### config.mk
export PLATFORM = sky130hd
export DESIGN_NAME = isingmp_ram
export DESIGN_NICKNAME = d
export VERILOG_FILES = /design/src/sv/ising_metropolis_spin_update_assert.svh /design/src/sv/isingmp_ram.sv
export SDC_FILE = /design/constraint.sdc
export NUM_CORES = 2
export LEC_CHECK = 0
export BUFFER_PORTS_ARGS = -buffer_cell sky130_fd_sc_hd__buf_2
export CAP_MARGIN = 20
export CORE_MARGIN = 2
export CORE_UTILIZATION = 53
export CTS_CLUSTER_SIZE = 20
export DETAILED_ROUTE_END_ITERATION = 8
export GPL_TIMING_DRIVEN = 0
export PLACE_DENSITY = 0.69
export RECOVER_POWER = 50
export REMOVE_ABC_BUFFERS = 1
export SLEW_MARGIN = 20
export SYNTH_ARGS = -nofsm -noshare
export SYNTH_HDL_FRONTEND = slang
export SYNTH_SLANG_ARGS = --single-unit
### constraint.sdc
create_clock -name clk -period 8.86 [get_ports clk]
set_clock_uncertainty 0.2 [all_clocks]
set_input_delay 0.886 -clock clk [delete_from_list [all_inputs] [get_ports clk]]
set_output_delay 0.886 -clock clk [all_outputs]
set_load 0.01 [all_outputs]
### src/sv/ising_metropolis_spin_update_assert.svh
// Assertion macros shared by the spin update modules.
`ifndef ISING_METROPOLIS_SPIN_UPDATE_ASSERT_SVH
`define ISING_METROPOLIS_SPIN_UPDATE_ASSERT_SVH

// Check cons in the same cycle as ante; clock clk, reset rst_n.
`define ISINGMP_ASSERT_SAME(label, ante, cons, msg) \
  label: assert property (@(posedge clk) disable iff (!rst_n) (ante) |-> (cons)) \
    else $error(msg);

// Check cons in the cycle after ante; clock clk, reset rst_n.
`define ISINGMP_ASSERT_NEXT(label, ante, cons, msg) \
  label: assert property (@(posedge clk) disable iff (!rst_n) (ante) |=> (cons)) \
    else $error(msg);

`endif

### src/sv/isingmp_ram.sv
// Generic RAM: one write port, two registered read ports.
module isingmp_ram #(
  parameter int WIDTH = 64,
  parameter int DEPTH = 64
) (
  input  logic                     clk,
  input  logic                     we,
  input  logic [$clog2(DEPTH)-1:0] waddr,
  input  logic [WIDTH-1:0]         wdata,
  input  logic [$clog2(DEPTH)-1:0] raddr_a,
  output logic [WIDTH-1:0]         rdata_a,
  input  logic [$clog2(DEPTH)-1:0] raddr_b,
  output logic [WIDTH-1:0]         rdata_b
);

  logic [WIDTH-1:0] mem_r [DEPTH];
  logic [WIDTH-1:0] rdata_a_r;
  logic [WIDTH-1:0] rdata_b_r;

  always_ff @(posedge clk) begin
    if (we) begin
      mem_r[waddr] <= wdata;
    end
    rdata_a_r <= mem_r[raddr_a];
    rdata_b_r <= mem_r[raddr_b];
  end

  assign rdata_a = rdata_a_r;
  assign rdata_b = rdata_b_r;

endmodule

; ---- Word-level counts from Yosys, hierarchy flattened
; Memory sizes are Yosys's and may differ from the RTL's. A register that Yosys moved wholly into a read port is not among the register bits.
; Cells that the tools add are included.
[classes]
n_mux = 2
[op_table]
columns = cell, count
row1 = 1-bit two-way mux, 2
[totals]
ram_bits = 4096
n_memories = 1
out_inout_bits = 128
word_cells = 3
ff_bits = 0
in_bits = 84
[mem_list]
columns = name, words, width, read_ports, rd_ports_with_merged_regs, wr, line
row1 = mem_r, 64, 64, 2, 2, 1, isingmp_ram.sv:16  ; logic [WIDTH-1:0] mem_r [DEPTH];

; ---- Logic depth before layout (Yosys ltp)
[depth]
ltp_word = 2
mapped_depth = 9
ltp_nobuf = 5

; ---- Least setup slack after synthesis
; No wires, ideal clock.
[synth_timing]
kind = input to register
start = input waddr[3]
end = memory mem_r[48][0] (enable)
setup_time_ns = 0.564
required_time_ns = 8.096
path_stages = 4
slack_ns = 2.364
n_path_buf = 1
arrival_ns = 5.732
cell_sequence = clkbuf_1 > nor2b_1 > nand4b_1 > nor3_1
[synth_rtl]
columns = element, line
row1 = start: declaration, isingmp_ram.sv:8  ; input logic [$clog2(DEPTH)-1:0] waddr,
row2 = end: declaration, isingmp_ram.sv:16
; Straight into the memory's write port.

==> flow_metrics.env <==
export IMPL_gp_congestion=0.773
export IMPL_grtUsageTotal=0.341
export IMPL_die_h_um=599
export IMPL_hold_path_class="in -> reg"
export IMPL_synth_avg_cell_area_um2=21.2
export IMPL_irDropWorstVdd_uv=208
export IMPL_startpoint_type="input pin"
export IMPL_relSlewSlack=-0.842
export IMPL_ant_nets=0
export IMPL_layout_common_cells="edfxtp_1 (4096), mux4_2 (2016), o22ai_1 (533)"
export IMPL_pin_count=212
export IMPL_path_clk_slew_ns=0.06
export IMPL_utilization=0.616
export IMPL_ys_warn_count=0
export IMPL_hold_violations=0
export IMPL_clockRootBuffer="clkbuf_16"
export IMPL_nets=9351
export IMPL_synth_top_area_frac=0.655
export IMPL_synth_seq_area_share=0.669
export IMPL_rsz0062_at_grt="no"
export IMPL_die_x_um=599
export IMPL_dp_hpwl_um=397000
export IMPL_hold_buffers=0
export IMPL_synth_edf_count=4096
export IMPL_finalSetupTns_ns=0
export IMPL_setup_viol=0
export IMPL_leakage_nw=67.4
export IMPL_die_area_um2=359000
export IMPL_yosysTopAreaCell="edfxtp_1"
export IMPL_end_kind="register"
export IMPL_htree_levels=5
export IMPL_first_pass_iters=6
export IMPL_clkSinkCount=4224
export IMPL_arrival_ns=5.21
export IMPL_grt_max_degree=105
export IMPL_powerDensity_nw_per_um2=203
export IMPL_syn_area_um2=188000
export IMPL_post_cts_buffers=0
export IMPL_cp_max_fo=62
export IMPL_grt_first_pass_wirelength_um=852000
export IMPL_drt_iter0_drc=18500
export IMPL_cts_buffers=432
export IMPL_syn_inst=8841
export IMPL_maxCapViolCount=77
export IMPL_violations="max-capacitance violations, max-slew violations"
export IMPL_fin_crit_sh=0.521
export IMPL_io_buffers=211
export IMPL_power_total_mw=44.1
export IMPL_synth_distinct_cells=42
export IMPL_cts_tree="done"
export IMPL_routed_wl_um=613000
export IMPL_layout_min_cycle_time_ns=4.61
export IMPL_slew_viol_final=4283
export IMPL_cts_resized=0
export IMPL_max_freq_mhz=217
export IMPL_rows=218
export IMPL_whs_ns=0.220
export IMPL_ys_ff_latch=4224
export IMPL_via_per_inst=7.64
export IMPL_synth_area_leaders="edfxtp_1 (65%), mux4_2 (24%), o22ai_1 (1.8%)"
export IMPL_initial_core_util=0.533
export IMPL_crit_type="in -> reg"
export IMPL_syn_to_final_growth_pct=15.6
export IMPL_clock_latency_ns=1.02
export IMPL_core_um2=353000
export IMPL_cts_buffer_depth=4
export IMPL_worstMarginPinSlew_ns=2.76
export IMPL_status="finished, violations left"
export IMPL_antenna_found_initial=42
export IMPL_drcViolationCount=0
export IMPL_grt_pass1_vias=111000
export IMPL_final_cells=14400
export IMPL_synth_top_flop_cell="edfxtp_1"
export IMPL_drt_wirelength_per_cell_um=42.6
export IMPL_worstPathRequired_ns=9.46
export IMPL_final_common_cell="edfxtp_1"
export IMPL_drive_gt1_frac=0.356
export IMPL_ys_async_sr_fraction=0
export IMPL_grt_overflow_total=0
export IMPL_n_fill_cell=23500
export IMPL_placed_cells=13600
export IMPL_vias=110000
==> Yosys cell counts (12+ instances only) <==
cell type / number
nor2b_1: 30
nor4_1: 55
a221oi_2: 19
buf_2: 242
buf_4: 140
nand2b_1: 18
nor2_1: 164
mux4_2: 2016
o22a_1: 51
a2111oi_0: 12
a21oi_1: 128
a31oi_1: 14
buf_1: 33
nand2_1: 39
a221oi_1: 134
dfxtp_1: 128
a22oi_1: 37
mux2i_1: 177
nor3_1: 63
o22ai_1: 533
buf_6: 30
a311oi_1: 13
clkbuf_1: 296
nand3_1: 18
mux2_2: 16
edfxtp_1: 4096
a22o_1: 136
o221ai_1: 73
a211oi_1: 79
==> flip-flops by register name (all words and copies together) (netlist names) <==
register and count:
rdata_b 64, rdata_a 64, mem_r 4096
==> path summary, 6_finish.rpt <==
check                     start           to  slack, ns  cells past startpoint
setup reg to reg  mem_r[10][26]  rdata_a[26]       6.27                      5
hold / removal       raddr_a[4]  rdata_a[39]       0.22                      3
setup / recovery     raddr_a[0]  rdata_a[32]       4.25                     11
hold reg to reg   mem_r[50][47]  rdata_a[47]       0.72                      3
==> power breakdown <==
group	internal, mW	switching [mW]	leakage [nW]
registers	22.2	0.0926	37.9
logic	1.44	2.10	22.6
clock network	10.5	7.86	6.86
==> through the flow <==
step / cell area (um^2) / worst slack, ns
after floorplan: 184000 / 2.51
after global placement: 191000 / -38.72
after detailed placement: 203000 / 3.02
after CTS: 217000 / 4.05
after global routing: 217000 / 3.77
final: 217000 / 4.25
==> per-layer routing <==
layer,part of all wire,track usage,vias up
met3,0.14,0.0950,1898
li1,-,-,40500
met4,0.060,0.176,20
met5,0.00021,0,-
met1,0.34,0.459,58000
met2,0.46,0.515,9448
==> final cells by class <==
cell class	count	area [um^2]	area share
sequential	4224	126000	0.578
multi-input combinational	3874	59100	0.272
timing repair buffer	734	12500	0.0574
clock buffer	545	11600	0.0533
tap	4730	5920	0.0273
clock inverter	265	2470	0.0114
antenna	20	50.0	0.000231
inverter	1	8.76	0.0000403
==> kinds of logic after synthesis <==
group / synth area share
compound gates: 0.0480
buf+inv: 0.0205
flops: 0.669
mux: 0.252
simple gates: 0.0108
==> critical path: stages <==
cell and delay (ns):
buf_12 0.31, buf_16 0.45, buf_16 0.43, buf_16 0.42, buf_16 0.41, buf_16 0.37
mux4_2 0.30, o22ai_1 0.09, nor2_1 0.34, a21oi_1 0.18, a221oi_1 0.70
Power figures use the tool's default switching activity.
