File: src/sv/ising_metropolis_spin_update_assert.svh
// Assertion macros shared by the spin update modules.
`ifndef ISING_METROPOLIS_SPIN_UPDATE_ASSERT_SVH
`define ISING_METROPOLIS_SPIN_UPDATE_ASSERT_SVH

// Check cons in the same cycle as ante; clock clk, reset rst_n.
`define ISINGMP_ASSERT_SAME(label, ante, cons, msg) \
  label: assert property (@(posedge clk) disable iff (!rst_n) (ante) |-> (cons)) \
    else $error(msg);

// Check cons in the cycle after ante; clock clk, reset rst_n.
`define ISINGMP_ASSERT_NEXT(label, ante, cons, msg) \
  label: assert property (@(posedge clk) disable iff (!rst_n) (ante) |=> (cons)) \
    else $error(msg);

`endif

File: src/sv/isingmp_pkg.sv
// Shared constants and types of the Ising spin update block.
package isingmp_pkg;

  localparam int SIDE_DEFAULT  = 64;
  localparam int INDEX_IN_W    = 6;
  localparam int FRAC_W        = 32;
  localparam int DE_W          = 5;
  localparam int ENERGY_OUT_W  = 15;
  localparam int MAG_OUT_W     = 14;
  localparam int IN_TDATA_W    = 48;
  localparam int OUT_PAYLOAD_W = 1 + DE_W + ENERGY_OUT_W + MAG_OUT_W;
  localparam int OUT_TDATA_W   = 40;
  localparam int CFG_ADDR_W    = 1;
  localparam int CFG_DATA_W    = 32;

  localparam logic KIND_LOAD  = 1'b0;
  localparam logic KIND_TRIAL = 1'b1;

  localparam logic [CFG_ADDR_W-1:0] CFG_ACCEPT_FOUR  = 1'd0;
  localparam logic [CFG_ADDR_W-1:0] CFG_ACCEPT_EIGHT = 1'd1;

  // Back part to front part: pop the queue head, lattice ready for requests.
  typedef struct packed {
    logic pop;
    logic run;
  } back_ctrl_t;

endpackage

File: src/sv/isingmp_back.sv
// Back part: clear the lattice, run trials and loads, keep totals, hold the result.
module isingmp_back #(
  parameter int SIDE = isingmp_pkg::SIDE_DEFAULT
) (
  input  logic                                         clk,
  input  logic                                         rst_n,
  input  logic                                         cfg_we,
  input  logic [isingmp_pkg::CFG_ADDR_W-1:0]           cfg_addr,
  input  logic [isingmp_pkg::CFG_DATA_W-1:0]           cfg_wdata,
  input  logic                                         q_valid,
  input  logic                                         q_kind,
  input  logic [$clog2(SIDE)-1:0]                      q_row,
  input  logic [$clog2(SIDE)-1:0]                      q_row_up,
  input  logic [$clog2(SIDE)-1:0]                      q_row_dn,
  input  logic [$clog2(SIDE)-1:0]                      q_col,
  input  logic [$clog2(SIDE)-1:0]                      q_col_l,
  input  logic [$clog2(SIDE)-1:0]                      q_col_r,
  input  logic                                         q_spin_up,
  input  logic [isingmp_pkg::FRAC_W-1:0]               q_frac,
  output isingmp_pkg::back_ctrl_t                      ctrl,
  output logic                                         ram_we,
  output logic [$clog2(SIDE)-1:0]                      ram_waddr,
  output logic [SIDE-1:0]                              ram_wdata,
  output logic [$clog2(SIDE)-1:0]                      ram_raddr_a,
  input  logic [SIDE-1:0]                              ram_rdata_a,
  output logic [$clog2(SIDE)-1:0]                      ram_raddr_b,
  input  logic [SIDE-1:0]                              ram_rdata_b,
  output logic                                         out_valid,
  input  logic                                         out_ready,
  output logic                                         out_accepted,
  output logic signed [isingmp_pkg::DE_W-1:0]         out_delta_energy,
  output logic signed [isingmp_pkg::ENERGY_OUT_W-1:0] out_energy_total,
  output logic signed [isingmp_pkg::MAG_OUT_W-1:0]    out_magnetization_total
);

  localparam int IW     = $clog2(SIDE);
  localparam int SITES  = SIDE * SIDE;
  localparam int DW     = isingmp_pkg::DE_W;
  localparam int FW     = isingmp_pkg::FRAC_W;
  localparam int E_NEED = $clog2(2 * SITES) + 2;
  localparam int E_W    = (E_NEED > isingmp_pkg::ENERGY_OUT_W) ? E_NEED
                                                              : isingmp_pkg::ENERGY_OUT_W;
  localparam int M_NEED = $clog2(SITES) + 2;
  localparam int M_W    = (M_NEED > isingmp_pkg::MAG_OUT_W) ? M_NEED : isingmp_pkg::MAG_OUT_W;
  localparam logic signed [E_W-1:0] E_RESET = E_W'(-2 * SITES);
  localparam logic signed [M_W-1:0] M_RESET = M_W'(SITES);
  localparam logic signed [DW-1:0]  DE_FOUR = DW'(4);

  typedef enum logic [1:0] {
    ST_CLEAR,
    ST_IDLE,
    ST_READ2,
    ST_EVAL
  } state_t;

  state_t state_r, state_nxt;

  logic [IW-1:0]   clr_cnt_r, clr_cnt_nxt;
  logic [FW-1:0]   lvl4_r, lvl4_nxt;
  logic [FW-1:0]   lvl8_r, lvl8_nxt;

  logic            cur_kind_r, cur_kind_nxt;
  logic [IW-1:0]   cur_row_r, cur_row_nxt;
  logic [IW-1:0]   cur_row_up_r, cur_row_up_nxt;
  logic [IW-1:0]   cur_col_r, cur_col_nxt;
  logic [IW-1:0]   cur_col_l_r, cur_col_l_nxt;
  logic [IW-1:0]   cur_col_r_r, cur_col_r_nxt;
  logic            cur_spin_r, cur_spin_nxt;
  logic [FW-1:0]   cur_frac_r, cur_frac_nxt;
  logic [SIDE-1:0] row_w_r, row_w_nxt;
  logic [SIDE-1:0] dn_w_r, dn_w_nxt;

  logic signed [E_W-1:0] energy_r, energy_nxt;
  logic signed [M_W-1:0] mag_r, mag_nxt;

  logic                    out_valid_r, out_valid_nxt;
  logic                    out_acc_r, out_acc_nxt;
  logic signed [DW-1:0]    out_de_r, out_de_nxt;
  logic signed [isingmp_pkg::ENERGY_OUT_W-1:0] out_energy_r, out_energy_nxt;
  logic signed [isingmp_pkg::MAG_OUT_W-1:0]    out_mag_r, out_mag_nxt;

  logic                 s_bit, nb_l, nb_r, nb_u, nb_d;
  logic [2:0]           ones;
  logic [DW:0]          de_raw;
  logic signed [DW-1:0] de_flip;
  logic                 trial_take, do_flip, acc, eval_fire, start;
  logic signed [DW-1:0] de_out;

  // Neighbour sum and energy change of flipping the current site.
  always_comb begin
    s_bit   = row_w_r[cur_col_r];
    nb_l    = row_w_r[cur_col_l_r];
    nb_r    = row_w_r[cur_col_r_r];
    nb_u    = ram_rdata_a[cur_col_r];
    nb_d    = dn_w_r[cur_col_r];
    ones    = 3'(nb_l) + 3'(nb_r) + 3'(nb_u) + 3'(nb_d);
    // 2 * s * (2 * ones - 4): for an up spin that is 4 * ones - 8.
    de_raw  = {1'b0, ones, 2'b00} - (DW + 1)'(8);
    de_flip = s_bit ? $signed(de_raw[DW-1:0]) : -$signed(de_raw[DW-1:0]);

    if (de_flip[DW-1] || (de_flip == '0)) begin
      trial_take = 1'b1;
    end else if (de_flip == DE_FOUR) begin
      trial_take = (cur_frac_r <= lvl4_r);
    end else begin
      trial_take = (cur_frac_r <= lvl8_r);
    end

    // A load that changes the spin is the same flip as an accepted trial.
    if (cur_kind_r == isingmp_pkg::KIND_TRIAL) begin
      do_flip = trial_take;
      acc     = trial_take;
      de_out  = de_flip;
    end else begin
      do_flip = (cur_spin_r != s_bit);
      acc     = 1'b1;
      de_out  = do_flip ? de_flip : '0;
    end
  end

  assign eval_fire = (state_r == ST_EVAL) && (!out_valid_r || out_ready);
  assign start     = (state_r == ST_IDLE) && q_valid;

  assign ctrl.pop = start;
  assign ctrl.run = (state_r != ST_CLEAR);

  // Row memory ports: center and lower row first, upper row held through evaluation.
  always_comb begin
    ram_raddr_a = (state_r == ST_IDLE) ? q_row : cur_row_up_r;
    ram_raddr_b = q_row_dn;
    ram_we      = 1'b0;
    ram_waddr   = cur_row_r;
    ram_wdata   = row_w_r ^ (SIDE'(1) << cur_col_r);
    if (state_r == ST_CLEAR) begin
      ram_we    = 1'b1;
      ram_waddr = clr_cnt_r;
      ram_wdata = '1;
    end else if (eval_fire && do_flip) begin
      ram_we    = 1'b1;
    end
  end

  always_comb begin
    state_nxt      = state_r;
    clr_cnt_nxt    = clr_cnt_r;
    lvl4_nxt       = lvl4_r;
    lvl8_nxt       = lvl8_r;
    cur_kind_nxt   = cur_kind_r;
    cur_row_nxt    = cur_row_r;
    cur_row_up_nxt = cur_row_up_r;
    cur_col_nxt    = cur_col_r;
    cur_col_l_nxt  = cur_col_l_r;
    cur_col_r_nxt  = cur_col_r_r;
    cur_spin_nxt   = cur_spin_r;
    cur_frac_nxt   = cur_frac_r;
    row_w_nxt      = row_w_r;
    dn_w_nxt       = dn_w_r;
    energy_nxt     = energy_r;
    mag_nxt        = mag_r;
    out_valid_nxt  = out_valid_r;
    out_acc_nxt    = out_acc_r;
    out_de_nxt     = out_de_r;
    out_energy_nxt = out_energy_r;
    out_mag_nxt    = out_mag_r;

    if (cfg_we) begin
      unique case (cfg_addr)
        isingmp_pkg::CFG_ACCEPT_FOUR:  lvl4_nxt = cfg_wdata;
        isingmp_pkg::CFG_ACCEPT_EIGHT: lvl8_nxt = cfg_wdata;
        default: ;
      endcase
    end

    if (out_valid_r && out_ready) begin
      out_valid_nxt = 1'b0;
    end

    unique case (state_r)
      ST_CLEAR: begin
        clr_cnt_nxt = clr_cnt_r + IW'(1);
        if (clr_cnt_r == IW'(SIDE - 1)) begin
          state_nxt = ST_IDLE;
        end
      end
      ST_IDLE: begin
        if (start) begin
          cur_kind_nxt   = q_kind;
          cur_row_nxt    = q_row;
          cur_row_up_nxt = q_row_up;
          cur_col_nxt    = q_col;
          cur_col_l_nxt  = q_col_l;
          cur_col_r_nxt  = q_col_r;
          cur_spin_nxt   = q_spin_up;
          cur_frac_nxt   = q_frac;
          state_nxt      = ST_READ2;
        end
      end
      ST_READ2: begin
        row_w_nxt = ram_rdata_a;
        dn_w_nxt  = ram_rdata_b;
        state_nxt = ST_EVAL;
      end
      ST_EVAL: begin
        if (eval_fire) begin
          if (do_flip) begin
            energy_nxt = energy_r + {{(E_W - DW){de_flip[DW-1]}}, de_flip};
            mag_nxt    = s_bit ? mag_r - M_W'(2) : mag_r + M_W'(2);
          end
          out_valid_nxt  = 1'b1;
          out_acc_nxt    = acc;
          out_de_nxt     = de_out;
          out_energy_nxt = energy_nxt[isingmp_pkg::ENERGY_OUT_W-1:0];
          out_mag_nxt    = mag_nxt[isingmp_pkg::MAG_OUT_W-1:0];
          state_nxt      = ST_IDLE;
        end
      end
      default: state_nxt = ST_CLEAR;
    endcase
  end

  always_ff @(posedge clk) begin
    if (!rst_n) begin
      state_r     <= ST_CLEAR;
      clr_cnt_r   <= '0;
      lvl4_r      <= '0;
      lvl8_r      <= '0;
      energy_r    <= E_RESET;
      mag_r       <= M_RESET;
      out_valid_r <= 1'b0;
    end else begin
      state_r     <= state_nxt;
      clr_cnt_r   <= clr_cnt_nxt;
      lvl4_r      <= lvl4_nxt;
      lvl8_r      <= lvl8_nxt;
      energy_r    <= energy_nxt;
      mag_r       <= mag_nxt;
      out_valid_r <= out_valid_nxt;
    end
    cur_kind_r   <= cur_kind_nxt;
    cur_row_r    <= cur_row_nxt;
    cur_row_up_r <= cur_row_up_nxt;
    cur_col_r    <= cur_col_nxt;
    cur_col_l_r  <= cur_col_l_nxt;
    cur_col_r_r  <= cur_col_r_nxt;
    cur_spin_r   <= cur_spin_nxt;
    cur_frac_r   <= cur_frac_nxt;
    row_w_r      <= row_w_nxt;
    dn_w_r       <= dn_w_nxt;
    out_acc_r    <= out_acc_nxt;
    out_de_r     <= out_de_nxt;
    out_energy_r <= out_energy_nxt;
    out_mag_r    <= out_mag_nxt;
  end

  assign out_valid               = out_valid_r;
  assign out_accepted            = out_acc_r;
  assign out_delta_energy        = out_de_r;
  assign out_energy_total        = out_energy_r;
  assign out_magnetization_total = out_mag_r;

`include "ising_metropolis_spin_update_assert.svh"

  `ISINGMP_ASSERT_SAME(a_we_phase, ram_we, (state_r == ST_CLEAR) || (state_r == ST_EVAL),
    "row write outside clear or evaluate step")
  `ISINGMP_ASSERT_NEXT(a_fire_loads_out, eval_fire, out_valid_r,
    "evaluated request left no result")
  `ISINGMP_ASSERT_NEXT(a_mag_only_on_flip, !(eval_fire && do_flip), $stable(mag_r),
    "magnetization moved without a flip")

endmodule

File: config.mk
export PLATFORM = sky130hd
export DESIGN_NAME = isingmp_back
export DESIGN_NICKNAME = d
export VERILOG_FILES = /design/src/sv/isingmp_pkg.sv /design/src/sv/isingmp_back.sv
export VERILOG_INCLUDE_DIRS = /design/src /design/src/sv
export SDC_FILE = /design/constraint.sdc
export NUM_CORES = 1
export LEC_CHECK = 0
export BUFFER_PORTS_ARGS = -buffer_cell sky130_fd_sc_hd__buf_2
export CORE_MARGIN = 1.5
export CORE_UTILIZATION = 56
export CTS_CLUSTER_SIZE = 12
export DETAILED_ROUTE_END_ITERATION = 8
export HOLD_SLACK_MARGIN = 0.15
export MAX_ROUTING_LAYER = met4
export PLACE_DENSITY = 0.9
export SETUP_SLACK_MARGIN = 0.2
export SYNTH_ARGS = -nofsm -noshare
export SYNTH_HDL_FRONTEND = slang
export SYNTH_SLANG_ARGS = --single-unit
File: constraint.sdc
create_clock -name clk -period 8.5 [get_ports clk]
set_input_delay 0.425 -clock clk [delete_from_list [all_inputs] [get_ports clk]]
set_output_delay 0.425 -clock clk [all_outputs]
set_load 0.05 [all_outputs]
* After elaboration in Yosys (flattened, before gate mapping)
Cells that the tools add are included.
** Storage, ports and cells
- Register bits after elaboration :: 329
- Output and inout bits :: 121
** Operators by class
- Bitwise logic cells :: 2
- Reduce and logical (&&, ||, !) cells :: 15
- Shift-type cells :: 1
- Eq/ne operators :: 9
- Magnitude comparators :: 5
- Add/sub/neg operators :: 9
- Mux-type cells :: 31
** Operators with widths (number)
- less-or-equal comparator 32 bit :: 2
- 2-to-1 mux 64 bit :: 1
- left shift 1 x 6 -> 64 bit, first input constant :: 1
- XOR 64 bit :: 1
- binary-select mux 1 bit (select 6 bit) :: 5
- 2-to-1 mux 14 bit :: 2
- less-than comparator 6 x 7 -> 1 bit, second input constant :: 3
- adder 15 bit :: 1
- 2-to-1 mux 15 bit :: 1
- 2-to-1 mux 5 bit :: 3
- adder 14 x 3 -> 14 bit, second input constant :: 1
- subtractor 14 x 3 -> 14 bit, second input constant :: 1
- 2-to-1 mux 1 bit :: 13
- 2-to-1 mux 6 bit :: 2
- one-hot mux 2 bit (4 select lines) :: 1
- AND reduction 2 bit :: 4
- adder 6 x 1 -> 6 bit, second input constant :: 1
- == test 6 bit, second input constant :: 1
- 2-to-1 mux 2 bit :: 3
- == test 5 x 4 -> 1 bit, second input constant :: 1
- zero test 5 bit :: 1
- negator 5 bit :: 1
- subtractor 5 x 4 -> 5 bit, second input constant :: 1
- == test 2 bit, second input constant :: 2
- other kinds (14) :: 19

* Depth between registers and ports, before layout
- Depth after elaboration :: 15
- Mapped depth :: 26
- Gate-level depth less buffers :: 22

* Worst setup path before layout
Ideal clock, no wire load.
- Path type :: register to register
- Start point :: register cur_col_r[1]
- End point :: register out_energy_r, in the netlist out_energy_total[14] (data pin)
- Data arrival time :: 6312 ps
- Path buffers :: 4
- Data required time :: 8234 ps
- Path slack :: 1922 ps
- Cell stages (with the launch flop) :: 25
- Cells stage by stage :: edfxtp_1 -> buf_2 -> buf_2 -> buf_1 -> buf_1 -> mux4_2 -> mux4_2 -> mux4_2 -> inv_1 -> fa_1 -> inv_1 -> ha_1 -> fa_1 -> a21boi_1 -> nor2_1 -> fa_1 -> a211oi_1 -> o211ai_1 -> a31o_2 -> a21oi_1 -> o21ai_0 -> and3_1 -> nor2_1 -> nor3_1 -> xor2_1
** Between the ends
- Word-level cells in the longest chain between the ends :: 12
- Elaborated cells between the ends (all ways) :: 20
- Classes of those cells :: 5 x add/sub; 2 x eq/ne; 11 x mux; 2 x reduce/logical
** RTL lines
- start, declared :: line isingmp_back.sv:65 : logic [IW-1:0] cur_col_r, cur_col_nxt;
- start signal, assigned :: line isingmp_back.sv:242 : cur_col_r <= cur_col_nxt;
- parallel branches: the longest is 11 deep, another holds adder 15 bit
- 2-to-1 mux 15 bit (*) :: line isingmp_back.sv:205 : if (do_flip) begin
- end signal, assigned :: line isingmp_back.sv:251 : out_energy_r <= out_energy_nxt;
- end, declared :: line isingmp_back.sv:79 : logic signed [isingmp_pkg::ENERGY_OUT_W-1:0] out_energy_r, out_energy_nxt;
Mark *: on every way between the ends. The select of a mux whose other input is x is not followed.
A chain may end at the register's enable or synchronous reset.

* Final worst setup path
- Start point :: register cur_col_r[0]
- End point :: register energy_r[14]
** Between the ends
- Word-level cells in the longest chain between the ends :: 12
- Elaborated cells between the ends (all ways) :: 20
- Classes of those cells :: 5 x add/sub; 2 x eq/ne; 11 x mux; 2 x reduce/logical
** RTL lines
- parallel branches: the longest is 11 deep, another holds adder 15 bit
- 2-to-1 mux 15 bit (*) :: line isingmp_back.sv:205
- end signal, assigned :: line isingmp_back.sv:235 : energy_r <= energy_nxt;
- end, declared :: line isingmp_back.sv:73 : logic signed [E_W-1:0] energy_r, energy_nxt;
Marked as above.

==> out/results.ini <==
[run_status]
status = finished, final reports clean

[pwr]
cellPowerDensity_mw_per_mm2 = 207
irDropWorstVdd_uv = 161
finalPower_w = 0.00466
p_leak_nw = 8.61

[global_routing]
grt_usage = 0.363
grtUsageMet1 = 0.393
grt_pass1_vias = 15800
overflow = 0
gr-max-usage-layer = met2
antenna_found_initial = 6
grt_pass1_wl_um = 87900
use_met2 = 0.601
grt_max_degree = 121
grtUsageMet3 = 0.0863

[timing]
setup_viol_count_final = 0
slew_headroom = 0.236
fmax_mhz = 140
finalCritPeriodShare = 0.841
fin_setup_tns_ns = 0
tightest_slew_ns = 1.15
setup_ws_ns = 1.36
maxSlewViolCount = 0
period_needed_ns = 7.14
skew_ns = 0.0372
hold_violations = 0
rsz0062_at_grt = false

[synth]
yosysWarnings = 0
ys_types = 65
synth_area_sq_mm = 0.0177
synthFlopType = edfxtp_1
yosysSeqAreaShare = 0.490
ys_seq_elements = 321
synth-async-reset-ratio = 0
synth_edf_count = 222
syn_area_per_cell_sq_um = 11.8
synthCells = 1501

[final_layout]
drive_above_1_share = 0.265
syn_to_final_growth_pct = 27.7
nNetsFinal = 2328
layout_common_cells = 339 x buf_2, 222 x edfxtp_1, 203 x nand2_1, 190 x dlygate4sd3_1, 100 x mux4_2
final_cells = 2419
final_common_cell = buf_2

[clocking]
cts_setup_buffers = 0
cts_root_buffer = clkbuf_16
cts_buffers = 36
cts.sinks = 321
cts.hold.buffers_added = 189
clockBufferDepth = 3
cts_tree = built
clk_pin_slew_ns = 0.06
worstSkewPairLatency_ns = 0.55
cts_max_level = 2
post_cts_resized = 0

[job]
maxCapViolCount = 0

[die]
die_w_um = 181
core_area_sq_mm = 0.0308
initial_core_util = 0.573
die-area_sq_mm = 0.0326
std_cell_rows = 64
die_y_um = 181
pin_count = 357

[min_path]
hp-class = input pin to flip-flop

[place]
dp.cells = 2160
routabilityCongestion = 1.01
dp_slack_ns = 1.47
port_buffers = 339
hpwl_um = 36700

[drt]
ant_nets = 0
vias = 15300
wl_per_cell_um = 23.7
viasPerCell = 6.33
drc = 0
drt-total-wl_um = 57300
drt_iter0_markers = 2072
first_pass_iters = 6

[worst_setup_path]
path_max_fanout = 36
end_kind = flip-flop
critPathLaunchType = flip-flop
crit_arrival_ns = 7.51
path_class = flip-flop to flip-flop
required_ns = 8.87

[kinds of logic after synthesis]
kind of cell,Yosys count,synth area share
AND/OR/NAND/NOR,412,0.113
flip-flops,321,0.490
AO/OA/AOI/OAI,302,0.105
buffers and inverters,182,0.0439
multiplexers,157,0.162
adder cells (fa/ha/maj),100,0.0726
XOR/XNOR,26,0.0129
other,1,0.000212
[stage by stage]
stage,hold slack [ns],util,area (sq um)
6_report,0.170,0.731,22500
5_1_grt,0.169,0.731,22500
4_1_cts,0.155,0.730,22500
3_5_place_dp,0.460,0.634,19600
3_3_place_gp,0.455,0.634,19600
2_1_floorplan,0.442,-,17700
[power by group]
group / switching, W / internal [W] / total (W)
Clock: 0.000640 / 0.000832 / 0.00147
Sequential: 0.0000652 / 0.00176 / 0.00183
Combinational: 0.000854 / 0.000505 / 0.00136
Total: 0.00156 / 0.00310 / 0.00466
[registers in the layout, summed over array words and instances (netlist names)]
name and count:
cur_col_r 6, cur_col_l_r 6, row_w_r 64, state_r 2
lvl4_r 32, out_energy_total 13, cur_row_up_r 6, cur_col_r_r 6
out_accepted 1, cur_frac_r 32, out_magnetization_total 13, clr_cnt_r 6
cur_spin_r 1, mag_r 13, cur_row_r 6, lvl8_r 32
dn_w_r 64, out_valid 1, energy_r 13, out_delta_energy 3
cur_kind_r 1
[synth_stat cells (16+ instances only)]
library cell | n | share of area
mux4_2 | 100 | 0.13
nand2_1 | 203 | 0.043
or3_1 | 24 | 0.0085
nor2_1 | 18 | 0.0038
clkbuf_1 | 64 | 0.014
o21ai_0 | 89 | 0.025
a21oi_1 | 88 | 0.025
mux2_2 | 16 | 0.010
inv_1 | 84 | 0.018
a21boi_0 | 66 | 0.028
ha_1 | 96 | 0.068
dfxtp_1 | 99 | 0.11
nand3_1 | 36 | 0.010
xnor2_1 | 20 | 0.0099
edfxtp_1 | 222 | 0.38
mux2_1 | 18 | 0.011
and3_1 | 49 | 0.017
mux2i_1 | 23 | 0.013
[area by class of cell]
type | count | area (sq um)
Sequential cell | 321 | 8650
Fill cell | 1939 | 8290
Multi-Input combinational cell | 1002 | 8270
Timing Repair Buffer | 546 | 3730
Clock buffer | 46 | 970
Tap cell | 396 | 495
Inverter | 85 | 319
Clock inverter | 16 | 96.3
Antenna cell | 7 | 17.5
[worst max-delay path: stages (launching register included)]
cell and delay, ns:
edfxtp_1 0.76, buf_4 0.36, buf_4 0.57, mux4_2 0.59, mux4_2 0.55, mux4_2 0.53, ha_1 0.37, fa_1 0.49
a21boi_1 0.32, nor2_1 0.13, fa_1 0.46, a211oi_1 0.39, o211ai_1 0.19, a31o_2 0.26, a21oi_1 0.21, o21ai_0 0.15
and3_1 0.21, o21ai_0 0.21, nor3_1 0.06, nand3b_1 0.16
[per-layer routing]
| layer | vias to the layer above | share of wire |
|---|---|---|
| met5 | - | 0 |
| met3 | 376 | 0.11 |
| li1 | 6564 | - |
| met2 | 1231 | 0.48 |
| met4 | 0 | 0.079 |
| met1 | 7134 | 0.33 |
[worst paths after layout]
| check | startpoint | endpoint | slack [ns] | cells past startpoint |
|---|---|---|---|---|
| worst min register to register | lvl8_r[15] | lvl8_r[15] | 0.47 | 2 |
| worst max-delay path | cur_col_r[0] | energy_r[14] | 1.36 | 19 |
| worst max register to register | cur_col_r[0] | energy_r[14] | 1.36 | 19 |
| worst min-delay path | cfg_wdata[19] | lvl8_r[19] | 0.17 | 3 |
Power figures use the tool's default switching activity.
