**src/sv/ising_metropolis_spin_update_assert.svh**
```systemverilog
// Assertion macros shared by the spin update modules.
`ifndef ISING_METROPOLIS_SPIN_UPDATE_ASSERT_SVH
`define ISING_METROPOLIS_SPIN_UPDATE_ASSERT_SVH

// Check cons in the same cycle as ante; clock clk, reset rst_n.
`define ISINGMP_ASSERT_SAME(label, ante, cons, msg) \
  label: assert property (@(posedge clk) disable iff (!rst_n) (ante) |-> (cons)) \
    else $error(msg);

// Check cons in the cycle after ante; clock clk, reset rst_n.
`define ISINGMP_ASSERT_NEXT(label, ante, cons, msg) \
  label: assert property (@(posedge clk) disable iff (!rst_n) (ante) |=> (cons)) \
    else $error(msg);

`endif

```
**src/sv/isingmp_pkg.sv**
```systemverilog
// Shared constants and types of the Ising spin update block.
package isingmp_pkg;

  localparam int SIDE_DEFAULT  = 64;
  localparam int INDEX_IN_W    = 6;
  localparam int FRAC_W        = 32;
  localparam int DE_W          = 5;
  localparam int ENERGY_OUT_W  = 15;
  localparam int MAG_OUT_W     = 14;
  localparam int IN_TDATA_W    = 48;
  localparam int OUT_PAYLOAD_W = 1 + DE_W + ENERGY_OUT_W + MAG_OUT_W;
  localparam int OUT_TDATA_W   = 40;
  localparam int CFG_ADDR_W    = 1;
  localparam int CFG_DATA_W    = 32;

  localparam logic KIND_LOAD  = 1'b0;
  localparam logic KIND_TRIAL = 1'b1;

  localparam logic [CFG_ADDR_W-1:0] CFG_ACCEPT_FOUR  = 1'd0;
  localparam logic [CFG_ADDR_W-1:0] CFG_ACCEPT_EIGHT = 1'd1;

  // Back part to front part: pop the queue head, lattice ready for requests.
  typedef struct packed {
    logic pop;
    logic run;
  } back_ctrl_t;

endpackage

```
**src/sv/isingmp_front.sv**
```systemverilog
// Front part: accept requests, wrap site indices, queue them for the back part.
module isingmp_front #(
  parameter int SIDE = isingmp_pkg::SIDE_DEFAULT
) (
  input  logic                                 clk,
  input  logic                                 rst_n,
  input  logic                                 in_valid,
  output logic                                 in_ready,
  input  logic                                 in_kind,
  input  logic [isingmp_pkg::INDEX_IN_W-1:0]   in_row,
  input  logic [isingmp_pkg::INDEX_IN_W-1:0]   in_col,
  input  logic                                 in_spin_up,
  input  logic [isingmp_pkg::FRAC_W-1:0]       in_frac,
  input  isingmp_pkg::back_ctrl_t              ctrl,
  output logic                                 q_valid,
  output logic                                 q_kind,
  output logic [$clog2(SIDE)-1:0]              q_row,
  output logic [$clog2(SIDE)-1:0]              q_row_up,
  output logic [$clog2(SIDE)-1:0]              q_row_dn,
  output logic [$clog2(SIDE)-1:0]              q_col,
  output logic [$clog2(SIDE)-1:0]              q_col_l,
  output logic [$clog2(SIDE)-1:0]              q_col_r,
  output logic                                 q_spin_up,
  output logic [isingmp_pkg::FRAC_W-1:0]       q_frac
);

  localparam int IW       = $clog2(SIDE);
  localparam int IN_RANGE = 1 << isingmp_pkg::INDEX_IN_W;
  localparam int DEPTH    = 2;
  localparam int PW       = 1;
  localparam int CW       = 2;

  logic [IW-1:0] mod_lut [IN_RANGE];
  logic [IW-1:0] row, row_up, row_dn, col, col_l, col_r;
  logic          push, pop;

  logic [CW-1:0] cnt_r, cnt_nxt;
  logic [PW-1:0] wr_ptr_r, wr_ptr_nxt;
  logic [PW-1:0] rd_ptr_r, rd_ptr_nxt;

  logic                           kind_mem_r   [DEPTH];
  logic [IW-1:0]                  row_mem_r    [DEPTH];
  logic [IW-1:0]                  row_up_mem_r [DEPTH];
  logic [IW-1:0]                  row_dn_mem_r [DEPTH];
  logic [IW-1:0]                  col_mem_r    [DEPTH];
  logic [IW-1:0]                  col_l_mem_r  [DEPTH];
  logic [IW-1:0]                  col_r_mem_r  [DEPTH];
  logic                           spin_mem_r   [DEPTH];
  logic [isingmp_pkg::FRAC_W-1:0] frac_mem_r   [DEPTH];

  // Index modulo SIDE as a constant table over all field codes.
  for (genvar g = 0; g < IN_RANGE; g++) begin : g_mod
    assign mod_lut[g] = IW'(g % SIDE);
  end

  always_comb begin
    row    = mod_lut[in_row];
    col    = mod_lut[in_col];
    row_up = (row == '0) ? IW'(SIDE - 1) : row - IW'(1);
    row_dn = (row == IW'(SIDE - 1)) ? '0 : row + IW'(1);
    col_l  = (col == '0) ? IW'(SIDE - 1) : col - IW'(1);
    col_r  = (col == IW'(SIDE - 1)) ? '0 : col + IW'(1);
  end

  assign in_ready = ctrl.run && (cnt_r != CW'(DEPTH));
  assign push     = in_valid && in_ready;
  assign pop      = ctrl.pop;

  always_comb begin
    cnt_nxt    = cnt_r;
    wr_ptr_nxt = wr_ptr_r;
    rd_ptr_nxt = rd_ptr_r;
    if (push) begin
      wr_ptr_nxt = wr_ptr_r + PW'(1);
    end
    if (pop) begin
      rd_ptr_nxt = rd_ptr_r + PW'(1);
    end
    if (push && !pop) begin
      cnt_nxt = cnt_r + CW'(1);
    end else if (pop && !push) begin
      cnt_nxt = cnt_r - CW'(1);
    end
  end

  always_ff @(posedge clk) begin
    if (!rst_n) begin
      cnt_r    <= '0;
      wr_ptr_r <= '0;
      rd_ptr_r <= '0;
    end else begin
      cnt_r    <= cnt_nxt;
      wr_ptr_r <= wr_ptr_nxt;
      rd_ptr_r <= rd_ptr_nxt;
    end
  end

  always_ff @(posedge clk) begin
    if (push) begin
      kind_mem_r[wr_ptr_r]   <= in_kind;
      row_mem_r[wr_ptr_r]    <= row;
      row_up_mem_r[wr_ptr_r] <= row_up;
      row_dn_mem_r[wr_ptr_r] <= row_dn;
      col_mem_r[wr_ptr_r]    <= col;
      col_l_mem_r[wr_ptr_r]  <= col_l;
      col_r_mem_r[wr_ptr_r]  <= col_r;
      spin_mem_r[wr_ptr_r]   <= in_spin_up;
      frac_mem_r[wr_ptr_r]   <= in_frac;
    end
  end

  assign q_valid   = (cnt_r != '0);
  assign q_kind    = kind_mem_r[rd_ptr_r];
  assign q_row     = row_mem_r[rd_ptr_r];
  assign q_row_up  = row_up_mem_r[rd_ptr_r];
  assign q_row_dn  = row_dn_mem_r[rd_ptr_r];
  assign q_col     = col_mem_r[rd_ptr_r];
  assign q_col_l   = col_l_mem_r[rd_ptr_r];
  assign q_col_r   = col_r_mem_r[rd_ptr_r];
  assign q_spin_up = spin_mem_r[rd_ptr_r];
  assign q_frac    = frac_mem_r[rd_ptr_r];

`include "ising_metropolis_spin_update_assert.svh"

  `ISINGMP_ASSERT_SAME(a_pop_not_empty, pop, cnt_r != '0, "pop from empty queue")
  `ISINGMP_ASSERT_SAME(a_cnt_bound, 1'b1, cnt_r <= CW'(DEPTH), "queue count overrun")

endmodule

```
**config.mk**
```make
export PLATFORM = sky130hd
export DESIGN_NAME = isingmp_front
export DESIGN_NICKNAME = d
export VERILOG_FILES = /design/src/sv/isingmp_pkg.sv /design/src/sv/isingmp_front.sv
export VERILOG_INCLUDE_DIRS = /design/src /design/src/sv
export SDC_FILE = /design/constraint.sdc
export NUM_CORES = 1
export LEC_CHECK = 0
export ABC_AREA = 1
export BUFFER_PORTS_ARGS = -buffer_cell sky130_fd_sc_hd__buf_4
export CAP_MARGIN = 0
export CORE_UTILIZATION = 45
export DETAILED_ROUTE_END_ITERATION = 6
export GPL_ROUTABILITY_DRIVEN = 1
export PLACE_DENSITY = 0.67
export SLEW_MARGIN = 10
export SYNTH_ARGS = -nofsm -noshare
export SYNTH_HDL_FRONTEND = slang
export SYNTH_SLANG_ARGS = --single-unit
```
**constraint.sdc**
```tcl
create_clock -name clk -period 5.4 [get_ports clk]
set_clock_uncertainty 0.1 [all_clocks]
set_input_delay 1.08 -clock clk [delete_from_list [all_inputs] [get_ports clk]]
set_output_delay 1.08 -clock clk [all_outputs]
set_load 0.01 [all_outputs]
```
* Word-level counts from Yosys, hierarchy flattened *
Memories as Yosys holds them, arrays and structs flattened. A register that Yosys moved wholly into a read port is not among the register bits.
Index checks and enable logic that the tools add are counted.

storage, ports and cells
  register bits after elaboration = 4
  memory bits (writable) = 140
  memory bits (read-only) = 768
  input port bits = 51
  word-level logic and storage cells = 69
  memories kept = 11

operators by class
  add/sub/neg operators = 8
  magnitude comparators = 2
  equal/unequal tests = 3
  mux-type cells = 30
  bitwise gates (word level) = 2
  reductions and logical operators = 10

memory list
  name              depth  width  read ports  clocked after memory_dff  wr ports  RTL line             RTL
  (name not given)  64     6      1           0                         0         isingmp_front.sv:58  col = mod_lut[in_col];
  (name not given)  64     6      1           0                         0         isingmp_front.sv:57  row = mod_lut[in_row];
  frac_mem_r        2      32     1           1                         1         isingmp_front.sv:49  logic [isingmp_pkg::FRAC_W-1:0] frac_mem_r [DEPTH];
  col_l_mem_r       2      6      1           1                         1         isingmp_front.sv:46  logic [IW-1:0] col_l_mem_r [DEPTH];
  col_mem_r         2      6      1           1                         1         isingmp_front.sv:45  logic [IW-1:0] col_mem_r [DEPTH];
  col_r_mem_r       2      6      1           1                         1         isingmp_front.sv:47  logic [IW-1:0] col_r_mem_r [DEPTH];
  +5 memories       --     --     --          --                        --        --

operator list
  operator             number
  $mux 6               8
  $mux 1               20
  $ge 7x7->1 const B   2
  $not 6->7            2
  $add 6x1->6 const B  2
  $eq 6x6->1 const B   2
  $logic_not 6->1      2
  $sub 6x1->6 const B  2
  $logic_and 1x1->1    4
  $mux 2               2
  $reduce_bool 2->1    2
  $add 1x1->1 const B  2
  $add 2x1->2 const B  1
  $logic_not 1->1      2
  $ne 2x2->1 const B   1
  $sub 2x1->2 const B  1

* Depth between registers and ports, before layout *
Gate-level depths: netlist (run 1).

  depth in word-level cells = 7
  gate-level depth with buffers = 11
  depth with buffers taken out = 11

* Worst setup path before layout (run 1) *
Ideal clock, no wire load.

  kind = input -> register
  start point = input in_valid
  end point = memory col_l_mem_r[0][0] in the netlist's numbering, enable pin
  library setup time = 0.499 ns
  arrival time = 4.122 ns
  required time = 4.801 ns
  setup slack = 0.680 ns
  stages on the path = 2
  cell sequence = nand3_1 -> nor2_1

on the way
  word-level cells in the longest chain between the ends = 3

RTL lines
  element                       RTL line              RTL
  start, declared               isingmp_front.sv:7    input logic in_valid,
  $logic_and 1x1->1             isingmp_front.sv:66   assign push = in_valid && in_ready;
  $mux 1                        isingmp_front.sv:99   if (push) begin
  $mux 1 (not written as such)  isingmp_front.sv:105  col_l_mem_r[wr_ptr_r] <= col_l;
  end, declared                 isingmp_front.sv:46

No other way between the ends.

==> results of run 1 <==
worst max-delay path, delay by kind of cell, from the launching register on:
family                 cells  cell delay (ns)
multiplexers               1             0.34
buffers and inverters      2             0.59
flip-flops                 1             1.05
layout make-up:
type / count / area, um^2 / share of cell area [%]
clock inverter: 15 / 196 / 2.53
sequential: 145 / 4310 / 55.6
clock buffer: 17 / 425 / 5.49
timing repair buffer: 125 / 938 / 12.1
tap: 176 / 220 / 2.84
inverter: 28 / 105 / 1.36
multi-input combinational: 165 / 1560 / 20.1
cells in the final DEF (no fill, tap or decap):
cell type	n
a21boi_0	1
a21oi_1	4
buf_4	125
bufinv_16	5
clkbuf_16	17
clkinv_1	7
clkinv_2	1
clkinvlp_4	2
dfxtp_1	4
dfxtp_4	1
edfxtp_1	140
ha_1	7
inv_1	27
inv_2	1
mux2_4	70
nand2_1	25
nand3_1	17
nand4_1	8
nor2_1	17
nor2_4	1
nor3_1	2
o211ai_1	1
o21ai_0	9
or2_2	1
xor2_1	2
layer usage:
metal / GRT usage, % / part of all wire, %
met5: 0 / 0
met1: 17.8 / 42
met3: 4.44 / 4.6
met2: 27.0 / 52
met4: 8.15 / 1.9
registers in the layout (all words and copies together), names as in the netlist, named ones only:
register / flops
rd_ptr_r: 1
col_r_mem_r: 12
wr_ptr_r: 1
frac_mem_r: 64
col_l_mem_r: 12
col_mem_r: 12
spin_mem_r: 2
kind_mem_r: 2
row_dn_mem_r: 12
row_up_mem_r: 12
cnt_r: 2
row_mem_r: 12
cell families (layout without fill, tap and decap cells):
group	count (synthesis)	in the layout
adders and majority gates	7	7
buffers and inverters	36	185
and+or+nand+nor	71	71
DFF	145	145
xor gates and xnor gates	2	2
muxes	70	70
AOI/OAI and AO/OA	15	15
how the worst min path moves through the flow:
stage          endpoint  depth (start not counted)      from  slack, ns
6_report       register                          2  rd_ptr_r       0.40
5_1_grt        register                          2  rd_ptr_r       0.45
4_1_cts        register                          2  rd_ptr_r       0.40
3_5_place_dp   register                          2  rd_ptr_r       0.39
3_3_place_gp   register                          2  rd_ptr_r       0.37
2_1_floorplan  register                          2  rd_ptr_r       0.36
stage by stage:
stage                     hold WS (ns)  setup slack (ns)  cells  total power, uW  utilization [%]
after floorplan                  0.363             0.680    346             1520                -
after global placement           0.373              2.22    639             1630             53.8
after detailed placement         0.390              2.20    639             1640             53.8
after CTS                        0.405              1.76    671             2850             58.5
after global routing             0.452              1.68    671             2920             58.5
final                            0.400              1.80    671             2830             58.5
power groups by stage:
stage | Clock (uW) | Sequential [uW] | Combinational (uW)
after global placement | 0 | 1340 | 287
after floorplan | 0 | 1330 | 188
after global routing | 1280 | 1330 | 313
after CTS | 1230 | 1320 | 295
final | 1220 | 1320 | 290
after detailed placement | 0 | 1350 | 294
==> impl_metrics.csv, run 1 <==
group,metric,value,unit
outcome,status,"completed",
routing,vias,3208,
worst_setup_path,rrSetupSlack,2.97,ns
worst_setup_path,worstPathMaxFanout,55,
sta,rsz0062_at_grt,"no",
placed_design,dp_hpwl,7060,um
clock_tree,cts_tree,"yes",
layout,antenna_cells,0,
worst_setup_path,reg2reg_depth,5,
synthesis,synth_top_flop_cell,"edfxtp_1",
synthesis,synth_cells,346,
synthesis,synth_edf_count,140,
global_route,track_usage,15.7,%
synthesis,yosys-top-cells-count,"edfxtp_1 (140), mux2_4 (70), inv_1 (28)",
synthesis,synth_top_area_cell,"edfxtp_1",
worst_setup_path,slowest_stage,"dfxtp_4",
routing,drc_errors,0,
synthesis,ys_seq_area_share,70.4,%
clock_tree,cts_buffers,17,
clock_tree,ctsResizeCount,0,
layout,nets,540,
synthesis,synth_area,6110,um^2
clock_tree,clockBufferDepth,2,
worst_setup_path,r2r_end,"frac_mem_r[0][1]",
synthesis,synthXorXnorAreaFrac,0.287,%
worst_setup_path,cp-endpoint,"q_col[3]",
clock_tree,postCtsHoldBufs,0,
sta,final-setup-viol-count,0,
sta,worstMarginPinSlew,1.05,ns
global_route,grt_max_degree,56,
synthesis,synth_mux_area_share,17.2,%
power,clkPwrFrac,43.1,%
sta,period_minus_slack,3.60,ns
worst_setup_path,worstPathArrival,2.42,ns
worst_setup_path,start_kind,"register",
clock_tree,htreeDepth,4,
routing,dr.first_iter.drc_count,216,
routing,dr.pass1.iters,4,
routing,viasPerCell,4.78,
worst_setup_path,crit_chain,"buf_4, mux2_4, buf_4",
synthesis,synth_nets,404,
power,p_seq_share,46.7,%
floorplanning,fp-row-count,42,
synthesis,syn_area_per_cell,17.7,um^2
synthesis,synth-seq-cells,145,
routing,postRouteAntennaNets,0,
power,intPower,2260,uW
synthesis,synth_top_family_by_area,"multiplexers",
worst_setup_path,worstPathRequired,4.22,ns
synthesis,synth_compound_area_share,1.31,%
synthesis,yosys.area_share.adder,1.43,%
clock_tree,insertion_delay,0.41,ns
synthesis,ys_warn_count,0,
sta,finalHoldViolCount,0,
synthesis,synth_top_area_share,68.8,%
synthesis,yosys.area_share.simple,5.12,%
floorplanning,dieArea,14000,um^2
global_route,grt_pass1_wl,16400,um
sta,period_share,66.6,%
placed_design,dpl_cell_area,7130,um^2
worst_setup_path,critPathKind,"reg -> out",
worst_setup_path,r2r-start,"cnt_r[0]",
layout,fillers,1041,
sta,slew_viol_final,0,
synthesis,ys_types,18,
floorplanning,die_x,119,um
power,power_density,365,nW/um^2
worst_setup_path,critPathMaxStageDelay,1.05,ns
global_route,antenna_found_initial,0,
sta,max-slew-margin-rel,29.9,%
synthesis,async_flop_share,0,%
power,peakVddDrop,0.174,mV
synthesis,yosys-top-cells-area,"edfxtp_1 (69%), mux2_4 (17%), buf_12 (2.3%)",
floorplanning,ioPinCount,123,
placed_design,place_congestion,0.770,
power,power_frac_comb,10.2,%
layout,syn_to_final_growth,26.8,%
clock_tree,root_buffer,"clkbuf_16",
power,p_sw,573,uW
sta,fmax,278,MHz
floorplanning,initial_core_util,46.1,%
worst_setup_path,cp-end-kind,"output pin",
worst_setup_path,cpMostUsedCell,"buf_4",
routing,wire_per_inst,15.6,um
min_path,worstHoldPathType,"reg -> reg",
sta,setup_tns,0,ns
clock_tree,cts.clk_slew.worst_paths,0.05,ns
power,p_leak,0.00312,uW
power,switching_share,20.2,%
clock_tree,cts_sinks,145,
floorplanning,core_region_area,13200,um^2
floorplanning,die_h,119,um
layout,layout-drive-gt1-share,45.3,%
global_route,grt_overflow,0,
clock_tree,post_cts.repair.setup_buffers,0,
placed_design,io_buffers,122,
flow_run,drv_cap,0,
layout,stdcell_area,7750,um^2
routing,totalWireLength,10500,um
synthesis,yosysMostFrequentCell,"edfxtp_1",
global_route,grt_pass1_vias,3322,
No activity file was read; power rests on OpenSTA's default activity.
==> run 2, diff against run 1 <==
PLACE_DENSITY = 0.7   (was 0.67)
clock period = 3 ns   (was 5.4 ns; I/O delays follow)
==> run 2 against run 1 <==
  * Sequential share of layout area hardly changed
  * Hold slack worse by 0.12 ns
  * Sequential power is 78% higher
  * Setup slack worse by 1.3 ns
==> impl_metrics.csv, run 2 (same netlist as run 1, synthesis figures left out) <==
group,metric,value,unit
clock_tree,post_cts.repair.setup_buffers,0,
global_route,grt_pass1_wl,16700,um
floorplanning,die_h,119,um
placed_design,dpl_cell_area,7180,um^2
min_path,worstHoldPathType,"in -> reg",
layout,nets,543,
floorplanning,die_x,119,um
global_route,track_usage,15.9,%
flow_run,drv_cap,0,
placed_design,io_buffers,122,
routing,totalWireLength,10700,um
worst_setup_path,start_kind,"register",
worst_setup_path,critPathKind,"reg -> out",
layout,syn_to_final_growth,26.9,%
sta,finalHoldViolCount,0,
clock_tree,cts.clk_slew.worst_paths,0.06,ns
clock_tree,root_buffer,"clkbuf_16",
layout,largest_reg_flops,64,
clock_tree,cts_buffers,17,
clock_tree,postCtsHoldBufs,0,
global_route,grt_pass1_vias,3346,
layout,stdcell_area,7750,um^2
worst_setup_path,cpMostUsedCell,"buf_4",
clock_tree,insertion_delay,0.40,ns
layout,regMostFlops,"frac_mem_r",
routing,dr.pass1.iters,5,
layout,final_cell_mix,"edfxtp_1 (140), buf_4 (126), mux2_4 (70), inv_1 (27), nand2_1 (25)",
power,power_density,637,nW/um^2
floorplanning,initial_core_util,46.1,%
worst_setup_path,cp-end-kind,"output pin",
sta,setup_tns,0,ns
routing,wire_per_inst,15.9,um
clock_tree,clockBufferDepth,2,
sta,rsz0062_at_grt,"no",
global_route,grt_overflow,0,
routing,viasPerCell,4.91,
clock_tree,ctsResizeCount,0,
placed_design,dp.cells,642,
sta,worstMarginPinSlew,0.566,ns
clock_tree,htreeDepth,4,
power,p_leak,0.00312,uW
sta,fmax,398,MHz
clock_tree,cts_sinks,145,
sta,slew_viol_final,0,
worst_setup_path,slowest_stage,"dfxtp_4",
placed_design,dp_hpwl,7020,um
worst_setup_path,critPathMaxStageDelay,0.50,ns
routing,drc_errors,0,
worst_setup_path,crit_chain,"buf_4, mux2_4, buf_4",
floorplanning,ioPinCount,123,
worst_setup_path,path_delay_family,"buffers and inverters",
floorplanning,dieArea,14000,um^2
clock_tree,cts_tree,"yes",
sta,max-slew-margin-rel,62.3,%
routing,vias,3305,
sta,period_share,83.8,%
routing,postRouteAntennaNets,0,
sta,period_minus_slack,2.51,ns
outcome,status,"completed",
power,peakVddDrop,0.339,mV
floorplanning,fp-row-count,42,
floorplanning,core_region_area,13200,um^2
placed_design,dpl_worst_slack,0.866,ns
global_route,antenna_found_initial,0,
sta,final.setup.worst_slack,0.487,ns
layout,layout.cells.non_filler,673,
routing,dr.first_iter.drc_count,266,
worst_setup_path,worstPathMaxFanout,21,
worst_setup_path,critPathBufInv,2,
global_route,grt_max_degree,43,
layout,antenna_cells,0,
layout,layout_commonest_cell,"edfxtp_1",
worst_setup_path,worstPathArrival,1.81,ns
placed_design,place_congestion,0.791,
worst_setup_path,worstPathRequired,2.30,ns
layout,layout-drive-gt1-share,46.1,%
sta,final-setup-viol-count,0,
==> run 2: layout make-up <==
type / instances / area (um^2)
Tap cell: 176 / 220
Clock inverter: 12 / 143
Fill cell: 1017 / 5490
Clock buffer: 19 / 433
Timing Repair Buffer: 128 / 986
Sequential cell: 145 / 4310
Multi-Input combinational cell: 165 / 1560
Inverter: 28 / 105
==> run 2: path summary, 6_finish.rpt <==
check / from / to / slack, ns / cells past startpoint
max: register / q_row_up[2] / 0.49 / 3
min: in_frac[12] / frac_mem_r[0][12] / 0.28 / 1
max reg2reg: cnt_r[0] / frac_mem_r[0][26] / 1.14 / 5
min reg2reg: rd_ptr_r / register / 0.40 / 2
==> run 2: stage by stage <==
stage / util [%] / total power, uW / hold slack, ns
finish: 58.5 / 4940 / 0.279
global route: 58.5 / 5120 / 0.255
CTS: 58.5 / 4990 / 0.259
detailed placement: 54.2 / 2960 / 0.391
global placement: 54.2 / 2940 / 0.384
floorplan: - / 2730 / 0.363
==> run 2: metal layers <==
layer  part of all wire [%]  vias up  GRT usage, %  wire length, um
met2                     51      122          25.8             5430
met1                     43     1603          20.1             4640
met5                      0        -             0                0
li1                       -     1565             -                -
met3                    4.8       15          4.15              520
met4                    1.2        0          6.88              127
==> run 2: report_power, final <==
part	switching (uW)	internal (uW)	total (uW)
clock network	740	1290	2030
registers	30.6	2320	2350
logic	258	296	554
==> run 3, diff against run 2 <==
PLACE_DENSITY = 0.67   (was 0.7)
clock period = 2.53 ns   (was 3 ns; I/O delays follow)
==> run 3 against run 2 <==
  * Final cell count is 0.30% higher
  * Combinational power is 18% higher
  * Final area is 0.48% lower
  * Non-clock buffer count is 1 higher
  * Setup slack worse by 0.25 ns
  * Routed wire length is 2.8% lower
  * Global-route usage is 0.10 points lower
  * Core utilization is 0.28 points lower
  * Hold slack worse by 0.10 ns
  * Flip-flop and latch count stayed put
  * Sequential power is 19% higher
  * Critical path type unchanged
==> impl_metrics.csv, run 3 (same netlist as run 1, synthesis figures left out) <==
group,metric,value,unit
outcome,status,"completed",
clock_tree,insertion_delay,0.41,ns
worst_setup_path,rrSetupSlack,0.77,ns
sta,setup_tns,0,ns
clock_tree,cts.clk_slew.worst_paths,0.06,ns
worst_setup_path,r2r_end,"frac_mem_r[0][6]",
layout,layout-drive-gt1-share,46.1,%
sta,period_minus_slack,2.29,ns
min_path,min_path_cells,1,
global_route,grt_pass1_vias,3233,
floorplanning,ioPinCount,123,
floorplanning,initial_core_util,46.1,%
power,power_density,735,nW/um^2
worst_setup_path,cp-endpoint,"q_frac[1]",
placed_design,io_buffers,122,
global_route,antenna_found_initial,0,
worst_setup_path,critPathKind,"reg -> out",
clock_tree,ctsResizeCount,0,
clock_tree,postCtsHoldBufs,0,
routing,vias,3249,
power,peakVddDrop,0.367,mV
global_route,track_usage,15.8,%
sta,period_share,90.6,%
global_route,grt_pass1_wl,16500,um
routing,dr.first_iter.drc_count,187,
sta,fmax,436,MHz
routing,dr.pass1.iters,4,
routing,viasPerCell,4.81,
clock_tree,root_buffer,"clkbuf_16",
layout,layout_commonest_cell,"edfxtp_1",
floorplanning,dieArea,14000,um^2
floorplanning,die_x,119,um
worst_setup_path,worstPathRequired,1.92,ns
sta,slew_viol_final,0,
layout,final_cell_mix,"edfxtp_1 (140), buf_4 (127), mux2_4 (70), inv_1 (27), nand2_1 (25)",
sta,hold_slack,0.178,ns
sta,max-slew-margin-rel,62.1,%
worst_setup_path,worstPathArrival,1.69,ns
power,p_leak,0.00311,uW
routing,wire_per_inst,15.4,um
clock_tree,clockBufferDepth,2,
placed_design,place_congestion,0.812,
layout,regMostFlops,"frac_mem_r",
placed_design,dp_hpwl,7020,um
clock_tree,htreeDepth,4,
clock_tree,post_cts.repair.setup_buffers,0,
worst_setup_path,cp-end-kind,"output pin",
worst_setup_path,start_kind,"register",
global_route,grt_overflow,0,
global_route,grt_max_degree,41,
sta,worstMarginPinSlew,0.569,ns
clock_tree,cts_sinks,145,
worst_setup_path,reg2reg_depth,5,
layout,antenna_cells,0,
layout,largest_reg_flops,64,
routing,drc_errors,0,
sta,rsz0062_at_grt,"no",
sta,final-setup-viol-count,0,
floorplanning,die_h,119,um
clock_tree,cts_tree,"yes",
layout,syn_to_final_growth,26.3,%
floorplanning,fp-row-count,42,
min_path,worstHoldPathType,"in -> reg",
flow_run,drv_cap,0,
layout,nets,544,
worst_setup_path,r2r-start,"cnt_r[0]",
sta,finalHoldViolCount,0,
worst_setup_path,worstPathMaxFanout,36,
routing,totalWireLength,10400,um
floorplanning,core_region_area,13200,um^2
clock_tree,cts_buffers,17,
routing,postRouteAntennaNets,0,
## run 3: layer usage
metal,GRT usage (%),share of wire [%],up-vias
met5,0,0,-
met2,24.4,50,91
li1,-,-,1567
met1,20.5,43,1576
met4,7.36,1.8,0
met3,4.54,5.1,15
## run 3: how the worst min path moves through the flow
stage / slack (ns) / to / from
after floorplan: 0.36 / register / rd_ptr_r
after global placement: 0.38 / rd_ptr_r / rd_ptr_r
after detailed placement: 0.39 / register / rd_ptr_r
after CTS: 0.16 / frac_mem_r[0][10] / in_frac[10]
after global routing: 0.16 / frac_mem_r[0][30] / in_frac[30]
final: 0.18 / frac_mem_r[0][10] / in_frac[10]
## run 3: where the power goes
part | internal, uW | switching, uW | total, uW
clock | 1330 | 888 | 2220
sequential | 2760 | 34.2 | 2790
combinational | 352 | 303 | 655
total | 4440 | 1230 | 5670
## run 3: final cells by class
type / instances / area (um^2)
timing repair buffer: 129 / 993
clock inverter: 12 / 93.8
inverter: 28 / 105
sequential: 145 / 4310
tap: 176 / 220
fill: 1062 / 5530
clock buffer: 20 / 437
multi-input combinational: 165 / 1560
## run 3: worst max-delay path, cell delays in order (launching register included)
cell	delay, ns
dfxtp_4	0.46
buf_12	0.28
mux2_4	0.34
buf_4	0.14
## run 3: through the flow
step	total power [uW]	std cells	utilization, %	cell area [um^2]	worst slack [ns]
after CTS	5730	675	58.2	7710	0.223
after global placement	3490	643	54.2	7180	0.666
after global routing	5890	675	58.2	7710	0.178
after detailed placement	3500	643	54.2	7180	0.664
final	5670	675	58.2	7710	0.239
after floorplan	3230	346	-	6120	0.0124
